$ cat config.mk
export PLATFORM = sky130hd
export DESIGN_NAME = bmx_cell
export DESIGN_NICKNAME = d
export VERILOG_FILES = /design/src/rtl/bmx_pkg.sv /design/src/rtl/bmx_cell.sv
export SDC_FILE = /design/constraint.sdc
export NUM_CORES = 1
export LEC_CHECK = 0
export BUFFER_PORTS_ARGS = -buffer_cell sky130_fd_sc_hd__buf_4
export CAP_MARGIN = 20
export CORE_MARGIN = 4
export CORE_UTILIZATION = 45
export CTS_BUF_LIST = sky130_fd_sc_hd__clkbuf_4 sky130_fd_sc_hd__clkbuf_8 sky130_fd_sc_hd__clkbuf_16
export DETAILED_ROUTE_END_ITERATION = 6
export GPL_ROUTABILITY_DRIVEN = 0
export PLACE_DENSITY = 0.79
export SYNTH_ARGS = -nofsm -noshare
export SYNTH_HDL_FRONTEND = slang
export SYNTH_SLANG_ARGS = --single-unit
$ cat constraint.sdc
create_clock -name clk -period 3.8 [get_ports clk]
set_clock_uncertainty 0.2 [all_clocks]
set_input_delay 0.19 -clock clk [delete_from_list [all_inputs] [get_ports clk]]
set_output_delay 0.19 -clock clk [all_outputs]
set_load 0.05 [all_outputs]
$ cat src/rtl/bmx_pkg.sv
// ----------------------------------------------------------------------------
// bmx_pkg
// Shared constants and types for the bounded maximum-xor search block.
// ----------------------------------------------------------------------------
package bmx_pkg;

  localparam int CAPACITY   = 1024;
  localparam int VALUE_BITS = 32;
  localparam int CNT_W      = $clog2(CAPACITY + 1);
  localparam int IDX_W      = (CAPACITY > 1) ? $clog2(CAPACITY) : 1;

  localparam logic [1:0] CMD_INSERT = 2'd0;
  localparam logic [1:0] CMD_QUERY  = 2'd1;
  localparam logic [1:0] CMD_CLEAR  = 2'd2;

  // running answer handed from cell to cell
  typedef struct packed {
    logic                  found;
    logic [VALUE_BITS-1:0] best;
  } bmx_acc_t;

endpackage

$ cat src/rtl/bmx_cell.sv
// ----------------------------------------------------------------------------
// bmx_cell
// One store entry with its compare stage: folds its value into the running
// answer from the previous cell and registers the result for the next one.
// ----------------------------------------------------------------------------
module bmx_cell (
  input  logic                           clk,
  input  logic                           wr_en,
  input  logic [bmx_pkg::VALUE_BITS-1:0] wr_data,
  input  logic                           entry_ok,
  input  logic [bmx_pkg::VALUE_BITS-1:0] qx,
  input  logic [31:0]                    qlim,
  input  bmx_pkg::bmx_acc_t              acc_in,
  output bmx_pkg::bmx_acc_t              acc_out
);
  import bmx_pkg::*;

  logic [VALUE_BITS-1:0] val_r;
  logic [VALUE_BITS-1:0] xo;
  logic                  hit;
  bmx_acc_t              acc_nxt;
  bmx_acc_t              acc_r;

  always_comb begin
    xo      = val_r ^ qx;
    // limit is compared at its full width
    hit     = entry_ok && ({32'd0, 32'(val_r)} <= {32'd0, qlim});
    acc_nxt = acc_in;
    if (hit && (!acc_in.found || xo > acc_in.best)) begin
      acc_nxt.best = xo;
    end
    if (hit) begin
      acc_nxt.found = 1'b1;
    end
  end

  always_ff @(posedge clk) begin
    if (wr_en) begin
      val_r <= wr_data;
    end
    acc_r <= acc_nxt;
  end

  assign acc_out = acc_r;

endmodule

# Word level (Yosys, flattened, before mapping)
# Cells that the tools add are included.
[classes] magnitude_cmp=2 n_mux=1 bitwise_logic=1 reduce_logical=4
[op_table] cell="32-bit > comparator" n=1
[op_table] cell="32-bit <= comparator" n=1
[op_table] cell="32-bit two-way mux" n=1
[op_table] cell="32-bit bitwise XOR" n=1
[op_table] cell="1-bit logical AND" n=2
[op_table] cell="1-bit logical NOT" n=1
[op_table] cell="1-bit logical OR" n=1
[word_totals] regBits=65 in_bits=132 out_inout_bits=33 wordCells=11

# Logic depth before layout (Yosys ltp)
[logic_depth] word_depth=5 mapped_depth=10 ltp_nobuf=9

# Least setup slack after synthesis
# Ideal clock, no wire load.
[synth_path] kind="reg2reg" from="register val_r[30]" to="register acc_r (netlist bit acc_out[10])" setup_time_ns=0.121 arrival_ns=2.617 required_ns=3.479 setup_slack_ns=0.861 path_stages_with_launch=9 n_path_buf=1 synth_period_minus_slack_ns=2.939 path_cell_list="edfxtp_1 > xor2_1 > ha_1 > nand4_2 > a2111oi_0 > a2111oi_4 > a211oi_4 > buf_6 > mux2_4"
[synth_lines] item="from (decl)" line_no="bmx_cell.sv:18" text="logic [VALUE_BITS-1:0] val_r;"
[synth_lines] item="from (signal assigned)" line_no="bmx_cell.sv:39" text="val_r <= wr_data;"
[synth_lines] item="to (signal assigned)" line_no="bmx_cell.sv:41" text="acc_r <= acc_nxt;"
[synth_lines] item="to (decl)" line_no="bmx_cell.sv:22" text="bmx_acc_t acc_r;"

==> key figures <==
Worst hold path
  • Hold crit path type: primary input to register
  • Hold Crit Start: qx[8]

Logic synthesis
  • Ys flop type: dfxtp_1
  • Netlist cell types: 36
  • Number of synthesized register bits: between 60 and 70
  • Synthesized instance count: between 300 and 400
  • Post-synth EDFFs: 32
  • Post-synth ARST share: 0
  • Avg Inst Size Synth: around 11 um2
  • Yosys warning count: 0
  • Sequential element share of the synthesized area: 0.398
  • Post-Syn Area: ~4000 um2
  • Synthesized Nets: around 570

Power and ir drop
  • P per Cell Area: around 360 nW/um2
  • Worst vdd ir: about 0.22 mV
  • Final Power: 2.30 mW
  • Reg power frac: 0.369
  • Clock power frac: 0.281
  • Pint: roughly 1.6 mW
  • Logic gate share of total power: 0.350
  • Leakage power: 3.20 nW
  • Switch Pwr: 0.725 mW
  • Sw Share: 0.315

Drt
  • Iteration count of the initial detailed-routing pass: 5
  • ANT nets after route: 0
  • DR vias/cell: around 5
  • Residual DRC: 0
  • Initial DRC count: 100
  • Vias: 3,619
  • Routed WL: approximately 12,000 um
  • Drt wl/cell: 16.4 um

Timing
  • Worst-margin pin slew: between 0.6 and 0.7 ns
  • Crit path setup slack, layout: between 0.2 and 0.25 ns
  • Final Hold Viols: 0
  • Slew margin rel.: 0.578
  • Final Max Tran Viols: 0
  • Final period util: 0.938
  • Final setup viols: 0
  • Fmax: between 0.2 and 0.3 GHz
  • RSZ-0062 raised after global routing: no
  • Setup TNS: 0 ns
  • Post-route minimum period: between 3 and 4 ns

Place
  • Cell Area, Placed: between 5000 and 6000 um2
  • HPWL after detailed placement: roughly 9000 um
  • Setup WS pre-CTS: between 0.4 and 0.5 ns
  • Port bufs: 164

Cells and area
  • Layout area overhead: 55.0%
  • Share of layout cells above drive strength 1: 0.363
  • Final Cell Area: around 6300 um2
  • FILL cells: approximately 630
  • Final nets: approximately 810

Clocking
  • CTS H-tree lvls: 3
  • Clock Latency Late Sink: about 0.33 ns
  • CTS Buf Count: 9
  • CTS tree: built
  • Clk buf depth: 2
  • Root buf cell: clkbuf_8
  • Clock transition at path regs: approximately 0.070 ns
  • Clock sink count: 65

Floorplanning
  • Row count: 34
  • Die Wd: about 100 um
  • Core ar.: between 8000 and 9000 um2
  • I/O pin total: 165
  • DIE AREA: approximately 11,000 um2
  • Initial Util: 0.465
  • Die height: around 100 um

Critical path
  • Critical Path RT: around 3.9 ns
  • Critical path, cell by cell: ha_1 -> nand4_1 -> nor3_2 -> nand2_1 -> nor3_1 -> nand4_1 -> a211oi_4 -> buf_4 -> mux2i_1 -> dlygate4sd3_1
  • Critical Path AT: approximately 3.6 ns
  • CP most frequent cell: nand4_1
  • Worst stage delay on the critical path: 0.56 ns
  • R2R Path Start: val_r[31]$_DFFE_PP_
  • Slowest stage cell, crit path: dlygate4sd3_1
  • Crit-path max FO: 16
  • Crit path kind: register to register
  • Critical Path End Type: register
  • Worst Setup SP: val_r[31]$_DFFE_PP_
  • Startpoint class of the critical path: register

Global route
  • Grt ovf: 0
  • Vias in the first global route: 4,059
  • Pin count of the biggest net entering global routing: 33
  • First-pass GRT wire length: roughly 18,000 um
  • Initial antenna violation count: 0
  • GR Util All Layers: 0.223

Outcome
  • Outcome: complete, no violations

Flow run
  • Max-cap violations: 0
per-layer routing:
| layer | share of wire | routed length [um] | global-route usage | vias up |
|---|---|---|---|---|
| met1 | 0.37 | 4370 | 0.234 | 1687 |
| met5 | 0 | 0 | 0 | - |
| met4 | 0.033 | 386 | 0.112 | 0 |
| met2 | 0.54 | 6430 | 0.413 | 137 |
| met3 | 0.057 | 671 | 0.0537 | 32 |
| li1 | - | - | - | 1763 |
cell usage after synthesis, types with 3 or more instances:
library cell	instances	share of area
inv_1	68	0.063
xor2_1	31	0.067
mux2_4	29	0.11
buf_6	3	0.0083
ha_1	64	0.20
a21o_1	3	0.0055
nand2_1	19	0.017
edfxtp_1	32	0.24
a21oi_1	25	0.031
o21ai_0	10	0.012
nand4_1	9	0.014
dfxtp_1	33	0.16
nand3_1	8	0.0098
nor4_1	3	0.0046
nor2_1	6	0.0055
through the flow:
step,hold WS (ns),util,cells
6_report,0.103,0.721,724
5_1_grt,0.109,0.721,723
4_1_cts,0.0869,0.720,723
3_5_place_dp,0.169,0.620,641
3_3_place_gp,0.168,0.620,641
2_1_floorplan,0.0889,-,369
cell families after synthesis:
family / synth area share
xor gates and xnor gates: 0.0688
buffers and inverters: 0.0709
muxes: 0.115
adders and majority gates: 0.196
DFF: 0.398
AOI/OAI and AO/OA: 0.0832
and+or+nand+nor: 0.0681
power groups by stage:
| stage | Combinational (mW) | Sequential [mW] | Clock [mW] |
|---|---|---|---|
| 3_3_place_gp | 0.714 | 0.859 | 0 |
| 6_report | 0.803 | 0.848 | 0.647 |
| 2_1_floorplan | 0.310 | 1.02 | 0 |
| 3_5_place_dp | 0.739 | 0.862 | 0 |
| 5_1_grt | 0.866 | 0.854 | 0.688 |
| 4_1_cts | 0.798 | 0.847 | 0.659 |
cell usage in the layout (no fill, tap or decap), types with 2 or more instances in the layout:
| master | n |
|---|---|
| mux2_4 | 29 |
| a221o_1 | 2 |
| nor4_1 | 3 |
| a211o_1 | 2 |
| nand4_1 | 9 |
| dfxtp_1 | 33 |
| clkbuf_8 | 10 |
| nand2_1 | 19 |
| edfxtp_1 | 32 |
| ha_1 | 64 |
| clkbuf_4 | 3 |
| a21oi_1 | 25 |
| o21ai_0 | 10 |
| a21o_1 | 3 |
| inv_1 | 68 |
| nor2_1 | 6 |
| buf_4 | 167 |
| a211oi_1 | 2 |
| nand3_1 | 8 |
| mux2_2 | 2 |
| xor2_1 | 31 |
| dlygate4sd3_1 | 66 |
worst paths after layout:
kind / slack [ns] / depth (start not counted) / endpoint
min reg2reg: 0.56 / 2 / acc_out[7]$_DFF_P_
max reg2reg: 0.24 / 10 / acc_out[0]$_DFF_P_
min: 0.10 / 3 / acc_out[8]$_DFF_P_
max: 0.24 / 10 / acc_out[0]$_DFF_P_
registers in the layout (all words and copies together) (netlist names):
| name | count |
|---|---|
| acc_out | 33 |
| val_r | 32 |
layout make-up:
class                           instances  area, um2  share of cell area
Antenna cell                            1       2.50            0.000396
Clock buffer                           14        185              0.0293
Clock inverter                          2       35.0             0.00554
Inverter                               68        255              0.0404
Multi-Input combinational cell        233       2170               0.343
Sequential cell                        65       1620               0.257
Tap cell                              108        135              0.0214
Timing Repair Buffer                  233       1910               0.303
timing repair:
| action | 4_1_cts | 5_1_grt |
|---|---|---|
| resized for setup | 0 | 1 |
| setup endpoints to repair | 0 | 1 |
| endpoints found under the hold margin | 65 | 0 |
| hold buffers | 66 | 0 |
| buffers inserted | 0 | 0 |
worst max-delay path, delay by kind of cell (launching register included):
family | cells | cell delay (ns)
compound gates | 1 | 0.32
mux | 1 | 0.22
flops | 1 | 0.41
fa+ha+maj | 1 | 0.34
buf+inv | 2 | 0.91
simple gates | 5 | 1.10
Note: power is estimated with default switching activity, not from simulation.
